$ cat config.mk
export PLATFORM = sky130hd
export DESIGN_NAME = ssf_front
export DESIGN_NICKNAME = d
export VERILOG_FILES = /design/src/design/ssf_pkg.sv /design/src/design/ssf_front.sv
export SDC_FILE = /design/constraint.sdc
export NUM_CORES = 1
export LEC_CHECK = 0
export BUFFER_PORTS_ARGS = -buffer_cell sky130_fd_sc_hd__buf_2
export CAP_MARGIN = 0
export CORE_AREA = 3 3 312 314
export DETAILED_ROUTE_END_ITERATION = 6
export DIE_AREA = 0 0 315 317
export RECOVER_POWER = 100
export SLEW_MARGIN = 20
export SYNTH_ARGS = -nofsm -noshare
export SYNTH_HDL_FRONTEND = slang
export SYNTH_SLANG_ARGS = --single-unit
$ cat constraint.sdc
create_clock -name clk_i -period 21.5 [get_ports clk_i]
set_input_delay 2.15 -clock clk_i [delete_from_list [all_inputs] [get_ports clk_i]]
set_output_delay 2.15 -clock clk_i [all_outputs]
set_load 0.01 [all_outputs]
$ cat src/design/ssf_pkg.sv
// ----------------------------------------------------------------------------
// ssf_pkg
// shared types and constants of the subnet source filter
// ----------------------------------------------------------------------------
package ssf_pkg;

  localparam int unsigned Entries = 256;
  localparam int unsigned IdxW    = $clog2(Entries);
  localparam int unsigned CntW    = $clog2(Entries + 1);

  typedef enum logic [1:0] {
    CMD_CLEAR  = 2'd0,
    CMD_APPEND = 2'd1,
    CMD_CHECK  = 2'd2,
    CMD_NONE   = 2'd3
  } cmd_e;

  typedef enum logic [1:0] {
    MODE_ALL    = 2'd0,
    MODE_SINGLE = 2'd1,
    MODE_BIND   = 2'd2,
    MODE_ANY    = 2'd3
  } mode_e;

  typedef enum logic [1:0] {
    REG_MODE  = 2'd0,
    REG_IFACE = 2'd1,
    REG_NAMED = 2'd2
  } reg_e;

  // classified request passed from the front to the back
  typedef struct packed {
    cmd_e         cmd;
    logic         v6;
    logic [63:0]  addr_hi;
    logic [63:0]  addr_lo;
    logic [63:0]  mask_hi;
    logic [63:0]  mask_lo;
    logic         ptp;
    logic [63:0]  peer_hi;
    logic [63:0]  peer_lo;
    logic [7:0]   iface;
    logic         decided;  // verdict known without a table scan
    logic         verdict;
    logic         restricted;
  } req_t;

  typedef enum logic [1:0] {
    ST_IDLE = 2'd0,
    ST_READ = 2'd1,
    ST_TEST = 2'd2,
    ST_DONE = 2'd3
  } state_e;

endpackage

$ cat src/design/ssf_front.sv
// ----------------------------------------------------------------------------
// ssf_front
// accepts requests, masks addresses to family width and settles quick verdicts
// ----------------------------------------------------------------------------
module ssf_front import ssf_pkg::*; (
  input  logic        clk_i,
  input  logic        rst_ni,
  input  logic        push,
  output logic        full,
  input  logic [1:0]  cmd_i,
  input  logic        is_v6_i,
  input  logic [63:0] addr_hi_i,
  input  logic [63:0] addr_lo_i,
  input  logic [63:0] mask_hi_i,
  input  logic [63:0] mask_lo_i,
  input  logic        is_ptp_i,
  input  logic [63:0] dst_hi_i,
  input  logic [63:0] dst_lo_i,
  input  logic [7:0]  iface_id_i,
  input  mode_e       mode_i,
  input  logic        named_i,
  output req_t        req_o,
  output logic        req_valid_o,
  input  logic        req_ready_i
);

  localparam int unsigned Depth = 2;

  req_t             fifo_q [Depth];
  logic [0:0]       wr_q, rd_q;
  logic [1:0]       cnt_q;
  req_t             r;
  logic             v6, restr;
  logic [63:0]      ahi, alo;
  logic             do_push, do_pop;

  always_comb begin
    r       = '0;
    r.cmd   = cmd_e'(cmd_i);
    v6      = is_v6_i;
    ahi     = v6 ? addr_hi_i : 64'd0;
    alo     = v6 ? addr_lo_i : {32'd0, addr_lo_i[31:0]};
    restr   = (mode_i == MODE_SINGLE || mode_i == MODE_BIND) && named_i;
    r.ptp   = is_ptp_i;
    r.iface = iface_id_i;
    r.mask_hi = v6 ? mask_hi_i : 64'd0;
    r.mask_lo = v6 ? mask_lo_i : {32'd0, mask_lo_i[31:0]};
    r.peer_hi = v6 ? dst_hi_i : 64'd0;
    r.peer_lo = v6 ? dst_lo_i : {32'd0, dst_lo_i[31:0]};
    if (r.cmd == CMD_CHECK) begin
      // fold mapped v4
      if (v6 && ahi == 64'd0 && alo[63:32] == 32'h0000_ffff) begin
        v6  = 1'b0;
        alo = {32'd0, alo[31:0]};
      end
      if (mode_i == MODE_ALL) begin
        r.decided = 1'b1;
        r.verdict = 1'b1;
      end else if (!v6 && alo[31:24] == 8'h7f) begin
        r.decided = 1'b1;
        r.verdict = 1'b1;
      end else if (v6 && ahi == 64'd0 && alo == 64'd1) begin
        r.decided = 1'b1;
        r.verdict = 1'b1;
      end else if (v6 && restr && ahi[63:56] == 8'hfe && ahi[55:54] == 2'b10) begin
        r.decided = 1'b1;
        r.verdict = 1'b0;
      end
    end else begin
      r.decided = 1'b1;
    end
    r.v6         = v6;
    r.addr_hi    = ahi;
    r.addr_lo    = alo;
    r.restricted = restr;
  end

  assign full        = (cnt_q == 2'(Depth));
  assign do_push     = push && !full;
  assign req_valid_o = (cnt_q != 2'd0);
  assign do_pop      = req_valid_o && req_ready_i;
  assign req_o       = fifo_q[rd_q];

  always_ff @(posedge clk_i) begin
    if (do_push) begin
      fifo_q[wr_q] <= r;
    end
  end

  always_ff @(posedge clk_i or negedge rst_ni) begin
    if (!rst_ni) begin
      wr_q  <= '0;
      rd_q  <= '0;
      cnt_q <= '0;
    end else begin
      if (do_push) wr_q <= wr_q + 1'b1;
      if (do_pop)  rd_q <= rd_q + 1'b1;
      cnt_q <= cnt_q + 2'(do_push) - 2'(do_pop);
    end
  end

endmodule

# Word-level counts from Yosys, hierarchy flattened
# Memory sizes are Yosys's and may differ from the RTL's.
# Index checks and enable logic that the tools add are counted.
totals:
  register_bits: 4
  n_memories: 1
  ram_bits: 798
memory_table:
  columns: ["name", "words", "word_bits", "read_ports", "rd_ports_with_merged_regs", "write_ports", "line_no", "source"]
  rows:
  - ["fifo_q", 2, 399, 1, 0, 1, "ssf_front.sv:29", "req_t fifo_q [Depth];"]
classes:
  n_reduce_logical: 17
  add_sub_neg: 4
  eq_ne: 9
  mux: 20
ops:
  columns: ["op", "count"]
  rows:
  - ["$mux 64", 9]
  - ["$eq 64x1->1 const B", 1]
  - ["$logic_not 64->1", 1]
  - ["$eq 32x16->1 const B", 1]
  - ["$logic_and 1x1->1", 11]
  - ["$eq 2x2->1 const B", 4]
  - ["$eq 8x7->1 const B", 1]
  - ["$eq 8x8->1 const B", 1]
  - ["$mux 2", 4]
  - ["$mux 1", 7]
  - ["$add 1x1->1 const B", 2]
  - ["$add 2x1->2", 1]
  - ["$eq 2x1->1 const B", 1]
  - ["$logic_not 1->1", 2]
  - ["$logic_not 2->1", 1]
  - ["$reduce_bool 2->1", 1]
  - ["$sub 2x1->2", 1]
  - ["$logic_or 1x1->1", 1]

# Logic depth before layout (Yosys ltp)
# Gate-level depths: netlist of the first run.
depth:
  depth_word: 14
  ltp_mapped: 7
  mapped_depth_nobuf: 7

# Worst setup path after synthesis of the first run
# No wires, ideal clock.
synth_path:
  path_kind: "input -> register"
  from: "input push"
  to: "memory fifo_q[0][0] in the netlist's numbering (enable)"
  required_time_ps: 20331
  slack_ps: 1579
  path_buffers: 0
  cell_stages: 2
  setup_time_ps: 1169
  arrival_time_ps: 18752
  path_cell_list: "nand2_1 -> nor2_1"
synth_between:
  elab_chain_len: 3
synth_rtl:
  columns: ["item", "line_no", "source"]
  rows:
  - ["start, declared", "ssf_front.sv:8", "input logic push,"]
  - ["$logic_and 1x1->1", "ssf_front.sv:79", "assign do_push = push && !full;"]
  - ["$mux 1", "ssf_front.sv:85", "if (do_push) begin"]
  - ["$mux 1 (implied by the code)", "ssf_front.sv:86", "fifo_q[wr_q] <= r;"]
  - ["end, declared", "ssf_front.sv:29", null]
# Every way passes these cells.

==> impl_metrics.tcl, run 1 <==
set metrics [dict create \
    hpwl_um 56800 \
    layout.nets 2900 \
    cts_num_sinks 802 \
    yosys_register_bits 802 \
    synth_cell_types 33 \
    required_ns 19.35 \
    worstHoldEndpoint "cnt_q[1]$_DFF_PN0_" \
    syn_area_um2 31300 \
    hp-start "cnt_q[1]$_DFF_PN0_" \
    drive_gt1_share_pct 33.4 \
    worst_r2r_startpoint "cnt_q[1]$_DFF_PN0_" \
    root_buffer "clkbuf_16" \
    cts-buffers-inserted 86 \
    wl_met3_um 5290 \
    cts_hold_buf 0 \
    crit_path_frequent_cell "clkbuf_1" \
    r2r_cells 7 \
    status "finished with violations" \
    synthAdderAreaFrac_pct 0.120 \
    tritoncts "built" \
    yosys_warnings 0 \
    die_w_um 315 \
    p_leak_nw 13.3 \
    tightest_slew_ns 9.61 \
    grt_max_degree 160 \
    clockBufferDepth 3 \
    power_w 0.00523 \
    min_path_type "register to register" \
    worst-path-buf-inv 3 \
    drtPass1Iterations 4 \
    cts_resized 0 \
    die-area_um2 99900 \
    yosys_most_used_dff "edfxtp_1" \
    top_layer "met5" \
    finalHoldViolCount 0 \
    synth_top_family_by_area "multiplexers" \
    wl_per_cell_um 21.3 \
    vias 17746 \
    endpoint_kind "primary output" \
    final_max_slew_viol_count 1500 \
    cpMaxStageDelayCell "clkbuf_1" \
    avgSynthCellArea_um2 18.8 \
    finalCriticalPeriod_ns 11.85 \
    grt_pass1_wl_um 116000 \
    drc_errors 0 \
    grt_remaining_overflow 0 \
    setup_viol 0 \
    routed_wl_um 81800 \
    final_common_cell "edfxtp_1" \
    synth_edf_count 798 \
    clock_latency_ns 0.64 \
    final_cell_mix "edfxtp_1 (798), clkbuf_1 (448), buf_2 (392)" \
    relSlewSlack_pct -541 \
    cpLargestDelayFamily "buffers and inverters" \
    muxShareOfSynthArea_pct 14.4 \
    max_freq_mhz 84.4 \
    syn2layout_area_growth_pct 24.2 \
    cts_setup_buffers 0 \
    crit_start "rd_q$_DFFE_PN0P_" \
    hold_slack_ns 0.491 \
    hold_depth 1 \
    power_density_nw_per_um2 135 \
    ios 804 \
    setup-tns-final_ns 0 \
    slowest_delay_ns 3.28 \
    track_usage_pct 15.5 \
    yosys.area_share.simple_pct 7.29 \
    start_util_pct 33.0 \
    wl_met1_um 30500 \
    worst_setup_path_start_kind "register" \
    first_iter_violations 1106 \
    htreeDepth 3 \
    grt_pass1_vias 18664 \
    place.gp.congestion 0.866 \
    crit_fanout 74 \
    worstSetupPathType "register to primary output" \
    row_count 113 \
    fin_crit_sh_pct 55.1 \
    vias_per_cell 4.63 \
    r2r_end "fifo_q[0][307]$_DFFE_PP_" \
    peakVddDrop_uv 71.9 \
    dieHeight_um 317 \
    antenna_found_initial 12 \
    r2r_slack_ns 10.85 \
    violations "capacitance limit, slew limit" \
    rsz0062_at_grt "no" \
    wl_met2_um 43300 \
    synth_compound_area_share_pct 0.184 \
    fillers 8850 \
    cp_cell_sequence "clkbuf_1 -> clkbuf_1 -> mux2_2 -> clkbuf_1" \
    clkTransAtPathRegs_ns 0.06 \
    netlist_instances 1661 \
    skew_ns 0.0169 \
    ant_nets 0 \
    ys_async_sr_fraction_pct 0.499 \
    io_buffer_count 803 \
    synth-seq-area-share_pct 76.9 \
    arrival_ns 9.70 \
    synth-xor-area-share_pct 0.112 \
    synth_nets 2067 \
    core_um2 94900 \
    cap_viol_max_count 23 \
]
stage by stage:
stage	setup slack [ns]	instance area, um2	utilization, %	cells
2_1_floorplan	1.58	31300	-	1661
3_3_place_gp	15.43	36800	38.8	3669
3_5_place_dp	15.36	36800	38.8	3670
4_1_cts	15.21	39500	41.7	3821
5_1_grt	8.84	38900	41.0	3831
6_report	9.65	38900	41.0	3835
metal layers:
metal | global-route usage [%] | up-vias
li1 | - | 8066
met1 | 17.5 | 8932
met2 | 28.0 | 618
met3 | 3.57 | 128
met4 | 6.75 | 2
met5 | 0 | -
sequential cells by signal, summed over array words and instances, names as in the netlist:
name    flops
fifo_q    798
cnt_q       2
rd_q        1
wr_q        1
Yosys cell counts, types with 2 or more instances:
cell      number  area [um2]
and2_1       275        1720
and3_1        17         106
clkbuf_1      77         289
dfrtp_1        4         100
edfxtp_1     798       24000
ha_1           3        37.5
inv_1          6        22.5
mux2_2       399        4490
nand2_1        6        22.5
nand3_1        2        10.0
nand4_1       12        75.1
nor2_1         6        22.5
nor2b_1        2        12.5
nor4_1        30         188
nor4_2         2        25.0
nor4b_1        2        17.5
or4_1          2        15.0
xnor2_1        3        26.3
report_power, final:
group          internal [W]  leakage, nW  switching, W
Clock              0.000839         1.33      0.000598
Sequential          0.00221         7.58     0.0000846
Combinational      0.000592         4.42      0.000908
worst max path at each step:
stage / end / slack, ns / cells past startpoint
floorplan: fifo_q[0][0]$_DFFE_PP_ / 1.58 / 2
global placement: fifo_q[0][303]$_DFFE_PP_ / 15.43 / 6
detailed placement: fifo_q[0][289]$_DFFE_PP_ / 15.36 / 6
CTS: req_o[315] / 15.21 / 4
global route: fifo_q[0][307]$_DFFE_PP_ / 8.84 / 7
finish: req_o[312] / 9.65 / 4
cells by family (layout without fill, tap and decap cells):
logic type | Yosys count | count (layout)
buffers and inverters | 85 | 981
AOI/OAI and AO/OA | 5 | 5
adders and majority gates | 3 | 3
DFF | 802 | 802
other | 0 | 13
xor gates and xnor gates | 4 | 4
muxes | 399 | 399
and+or+nand+nor | 363 | 363
area by class of cell:
class | instances | area (um2) | share of cell area (%)
diodes | 13 | 32.5 | 0.0837
clock buffers | 103 | 2240 | 5.75
clock inverters | 48 | 482 | 1.24
inverters | 6 | 22.5 | 0.0579
multi-input cells | 774 | 6880 | 17.7
flip-flops and latches | 802 | 24100 | 61.9
well taps | 1265 | 1580 | 4.07
repair buffers | 824 | 3580 | 9.22
No activity file was read; power rests on OpenSTA's default activity.
==> run 2, diff against run 1 <==
ABC_AREA = 1   (was not set)
CORE_AREA = 3 3 313 315   (was 3 3 312 314)
DIE_AREA = 0 0 316 318   (was 0 0 315 317)
clock period = 9.9 ns   (was 21.5 ns; I/O delays follow)
==> impl_metrics.tcl, run 2 <==
set metrics [dict create \
    crit_fanout 78 \
    vias 22086 \
    yosys_most_used_dff "edfxtp_1" \
    hpwl_um 59500 \
    cts_num_sinks 802 \
    place.gp.congestion 0.866 \
    drive_gt1_share_pct 12.3 \
    yosysMostFrequentCell "nand2_1" \
    wl_per_cell_um 17.7 \
    avgSynthCellArea_um2 11.2 \
    ys_async_sr_fraction_pct 0.499 \
    cts-buffers-inserted 86 \
    core_um2 95200 \
    p_comb_share_pct 31.0 \
    synth_largest_area_cell "edfxtp_1" \
    antenna_found_initial 25 \
    grt_max_degree 159 \
    layout.nets 4062 \
    yosys_warnings 0 \
    grt_pass1_vias 21282 \
    synth_nets 3276 \
    skew_ns 0.0166 \
    ant_nets 0 \
    netSwitchingFraction_pct 36.1 \
    synth_cell_types 33 \
    track_usage_pct 16.8 \
    required_ns 8.91 \
    cts_setup_buffers 0 \
    r2r_slack_ns 3.01 \
    largest_register_ffs 798 \
    start_util_pct 33.7 \
    tritoncts "built" \
    multi_input_area_um2 6370 \
    r2r_cells 5 \
    cts_resized 0 \
    clock_latency_ns 0.63 \
    largest_register "fifo_q" \
    worstSetupPathType "register to primary output" \
    power_density_nw_per_um2 290 \
    worst_setup_path_start_kind "register" \
    p_int_w 0.00728 \
    worst_r2r_startpoint "cnt_q[1]$_DFF_PN0_" \
    setup-tns-final_ns 0 \
    first_iter_violations 1769 \
    finalHoldViolCount 0 \
    yosys-top-cells-count "nand2_1 (1536), edfxtp_1 (798), inv_1 (290)" \
    status "finished with violations" \
    p_switching_w 0.00411 \
    synth_edf_count 798 \
    relSlewSlack_pct -195 \
    routed_wl_um 88200 \
    synth_top_area_share_pct 74.7 \
    final_cell_mix "nand2_1 (1538), edfxtp_1 (798), clkbuf_1 (495)" \
    min_path_type "input port to async pin" \
    die-area_um2 100000 \
    max_freq_mhz 144 \
    drtPass1Iterations 5 \
    die_w_um 316 \
    syn_area_um2 32100 \
    cap_viol_max_count 10 \
    use_met2_pct 28.9 \
    violations "capacitance limit, slew limit" \
    ys_top_cells_by_area "edfxtp_1 (75%), nand2_1 (18%), inv_1 (3.4%), clkbuf_1 (1.1%), nor2_1 (0.75%)" \
    ios 804 \
    rsz0062_at_grt "no" \
    placed_area_um2 37400 \
    cts_hold_buf 0 \
    power_frac_clock_pct 25.7 \
    reg.largest.list "fifo_q (798), cnt_q (2)" \
    design_area_um2 39300 \
    dieHeight_um 318 \
    regArea_um2 24100 \
    p_leak_nw 17.5 \
    setup_viol 0 \
    htreeDepth 3 \
    grt_pass1_wl_um 128000 \
    arrival_ns 5.94 \
    clkTransAtPathRegs_ns 0.06 \
    final_common_cell "nand2_1" \
    grt_remaining_overflow 0 \
    pwr-share-seq_pct 43.3 \
    drc_errors 0 \
    tightest_slew_ns 4.43 \
    final_max_slew_viol_count 688 \
    root_buffer "clkbuf_16" \
    endpoint_kind "primary output" \
    gr-max-usage-layer "met2" \
    io_buffer_count 803 \
    use_met3_pct 4.96 \
    vias_per_cell 4.42 \
    row_count 113 \
    use_met1_pct 20.3 \
    r2r_end "fifo_q[1][204]$_DFFE_PP_" \
    finalCriticalPeriod_ns 6.93 \
    fillers 9317 \
    peakVddDrop_uv 186 \
    clockBufferDepth 3 \
    fin_crit_sh_pct 70.0 \
    syn2layout_area_growth_pct 22.4 \
    synth-seq-area-share_pct 75.0 \
    yosys_register_bits 802 \
    netlist_instances 2870 \
]
[run 2: changes by cell type after synthesis, moves of 20 or more]
| cell | before | now |
|---|---|---|
| and2_1 | 275 | 1 |
| inv_1 | 6 | 290 |
| nor4_1 | 30 | 2 |
| nand2_1 | 6 | 1536 |
| clkbuf_1 | 77 | 97 |
| mux2_2 | 399 | 0 |
| nor2_1 | 6 | 64 |
[run 2: through the flow]
| stage | instances | power (W) | hold slack (ns) | utilization (%) | setup WS [ns] |
|---|---|---|---|---|---|
| after floorplan | 2870 | 0.00726 | 0.509 | - | -2.23 |
| after global placement | 4832 | 0.00872 | 0.548 | 39.3 | 5.51 |
| after detailed placement | 4833 | 0.00875 | 0.559 | 39.3 | 5.51 |
| after CTS | 4981 | 0.0117 | 0.0910 | 42.0 | 4.84 |
| after global routing | 4990 | 0.0121 | 0.177 | 41.3 | 2.42 |
| final | 4996 | 0.0114 | 0.204 | 41.3 | 2.97 |
[run 2: worst max path at each step]
stage / from / to / slack (ns) / cells past startpoint
global route: rd_q$_DFFE_PN0P_ / req_o[383] / 2.42 / 6
floorplan: push / fifo_q[0][0]$_DFFE_PP_ / -2.23 / 2
global placement: rd_q$_DFFE_PN0P_ / req_o[2] / 5.51 / 5
CTS: rd_q$_DFFE_PN0P_ / req_o[316] / 4.84 / 6
finish: rd_q$_DFFE_PN0P_ / req_o[2] / 2.97 / 6
detailed placement: push / fifo_q[0][10]$_DFFE_PP_ / 5.51 / 5
[run 2: final cells by class]
cell class / count / share of cell area, %
antenna: 15 / 0.0955
clock buffer: 103 / 5.80
clock inverter: 45 / 0.669
inverter: 291 / 2.80
multi-input combinational: 1655 / 16.2
sequential: 802 / 61.2
tap: 1265 / 4.03
timing repair buffer: 820 / 9.18
[run 2: power groups by stage]
stage	logic [W]	registers [W]	clock network, W
after floorplan	0.00206	0.00520	0
after global placement	0.00377	0.00495	0
after detailed placement	0.00378	0.00497	0
after CTS	0.00380	0.00490	0.00300
after global routing	0.00392	0.00501	0.00315
final	0.00353	0.00494	0.00292
[run 2: cells by family after synthesis]
| kind of cell | count (synthesis) | share of synthesized area [%] |
|---|---|---|
| compound gates | 18 | 0.359 |
| fa+ha+maj | 3 | 0.117 |
| buf+inv | 413 | 5.13 |
| simple gates | 1630 | 19.3 |
| xor+xnor | 4 | 0.109 |
| flops | 802 | 75.0 |
[run 2: critical path: stages, from the launching register on]
cell      delay [ns]
dfrtp_1         1.84
buf_4           0.91
clkbuf_1        1.71
buf_16          0.32
nand2_1         0.08
nand2_1         0.16
clkbuf_1        0.18
[run 2: layer usage]
layer	vias up	wire [um]
li1	10751	-
met1	10369	34800
met2	799	43700
met3	151	7620
met4	16	2070
met5	-	100
==> run 3, diff against run 2 <==
clock period = 5.68 ns   (was 9.9 ns; I/O delays follow)
==> impl_metrics.tcl, run 3 (synthesis gave the netlist of run 2 again) <==
set metrics [dict create \
    status "finished with violations" \
    violations "capacitance limit, slew limit" \
    drive_gt1_share_pct 12.6 \
    setup_viol 0 \
    vias_per_cell 4.41 \
    pwr-share-seq_pct 42.1 \
    drtPass1Iterations 7 \
    rsz0062_at_grt "no" \
    setup_ws_ns 1.33 \
    fillers 9315 \
    final_cell_mix "nand2_1 (1538), edfxtp_1 (798), clkbuf_1 (506)" \
    endpoint_kind "register" \
    peakVddDrop_uv 331 \
    wl_met2_um 45400 \
    core_um2 95200 \
    p_comb_share_pct 30.7 \
    power_frac_clock_pct 27.1 \
    finalCriticalPeriod_ns 4.35 \
    hpwl_um 61800 \
    track_usage_pct 17.3 \
    dp_slack_ns 2.54 \
    antenna_found_initial 23 \
    dp_cells 4846 \
    largest_register_ffs 798 \
    crit_fanout 54 \
    ant_nets 0 \
    wl_met3_um 8570 \
    vias 22087 \
    p_switching_w 0.00724 \
    multi_input_area_um2 6370 \
    place.gp.congestion 0.824 \
    root_buffer "clkbuf_16" \
    power_density_nw_per_um2 511 \
    clkTransAtPathRegs_ns 0.06 \
    die_w_um 316 \
    dieHeight_um 318 \
    htreeDepth 3 \
    io_buffer_count 803 \
    regArea_um2 24100 \
    row_count 113 \
    first_iter_violations 1645 \
    cap_viol_max_count 7 \
    syn2layout_area_growth_pct 23.5 \
    p_int_w 0.0130 \
    relSlewSlack_pct -117 \
    cts_num_sinks 802 \
    layout.nets 4075 \
    power_w 0.0202 \
    routed_wl_um 90500 \
    finalHoldViolCount 0 \
    wl_per_cell_um 18.1 \
    hold_slack_ns 0.124 \
    tritoncts "built" \
    worstSetupPathType "register to register" \
    min_path_type "input port to register" \
    max_freq_mhz 230 \
    ios 804 \
    skew_ns 0.0263 \
    grt_pass1_wl_um 131000 \
    final_cells 5013 \
    die-area_um2 100000 \
    clockBufferDepth 3 \
    grt_pass1_vias 21698 \
    largest_register "fifo_q" \
    cts-buffers-inserted 85 \
    required_ns 5.91 \
    top_layer "met5" \
    final_max_slew_viol_count 309 \
    worst_setup_path_start_kind "register" \
    reg.largest.list "fifo_q (798), cnt_q (2)" \
    final_common_cell "nand2_1" \
    tightest_slew_ns 3.26 \
    p_leak_nw 17.6 \
    arrival_ns 4.58 \
    wl_met1_um 34000 \
    grt_max_degree 137 \
    netSwitchingFraction_pct 35.8 \
    clock_latency_ns 0.64 \
    drc_errors 0 \
    grt_remaining_overflow 0 \
    fin_crit_sh_pct 76.6 \
    start_util_pct 33.7 \
]
==> run 3: cell types whose count changed in the layout (fill, tap and decap cells not counted), sizes merged <==
cell	change
dlygate4sd3	+1
bufinv	+9
inv	-2
diode	+1
clkinvlp	+2
clkbuf	+13
clkinv	-7
==> run 3: area by class of cell <==
cell class	instances	share of cell area (%)
flip-flops and latches	802	60.7
multi-input cells	1655	16.1
repair buffers	834	9.38
clock buffers	103	5.65
well taps	1265	3.99
inverters	291	2.78
clock inverters	47	1.29
diodes	16	0.101
==> run 3: stage by stage <==
stage / setup TNS, ns / util (%) / cell area (um2)
2_1_floorplan: -1035.41 / - / 32100
3_3_place_gp: 0 / 39.5 / 37500
3_5_place_dp: 0 / 39.5 / 37500
4_1_cts: 0 / 42.4 / 40300
5_1_grt: 0 / 41.6 / 39600
6_report: 0 / 41.6 / 39600
==> run 3: layer usage <==
layer	up-vias	track usage (%)
li1	10799	-
met1	10334	19.9
met2	816	30.4
met3	130	5.50
met4	8	5.52
met5	-	0
==> run 3: timing repair <==
item | CTS | global route
setup buffers | 0 | 0
hold buffers | 1 | 0
gates resized for setup | 0 | 0
hold endpoints to repair | 4 | 0
==> run 3: critical path, cell delays in order (launching register included) <==
cell,delay (ns)
dfrtp_1,0.38
inv_1,0.10
o21ai_0,0.20
nor2_1,1.76
buf_12,0.32
clkbuf_2,1.14
==> run 3: path summary, 6_finish.rpt <==
kind | startpoint | to | slack [ns] | depth (start not counted)
worst max-delay path | cnt_q[1]$_DFF_PN0_ | fifo_q[0][165]$_DFFE_PP_ | 1.33 | 5
worst min-delay path | dst_lo_i[5] | fifo_q[1][16]$_DFFE_PP_ | 0.12 | 1
worst max register to register | cnt_q[1]$_DFF_PN0_ | fifo_q[0][165]$_DFFE_PP_ | 1.33 | 5
worst min register to register | cnt_q[0]$_DFF_PN0_ | cnt_q[0]$_DFF_PN0_ | 0.56 | 1
max in group asynchronous | rst_ni | rd_q$_DFFE_PN0P_ | 5.13 | 2
min in group asynchronous | rst_ni | rd_q$_DFFE_PN0P_ | 0.34 | 2
==> run 3: power groups by stage <==
stage	Sequential [W]	Combinational, W	Clock [W]
CTS	0.00852	0.00673	0.00563
global route	0.00864	0.00692	0.00589
floorplan	0.00879	0.00359	0
detailed placement	0.00864	0.00671	0
finish	0.00853	0.00622	0.00549
global placement	0.00862	0.00670	0
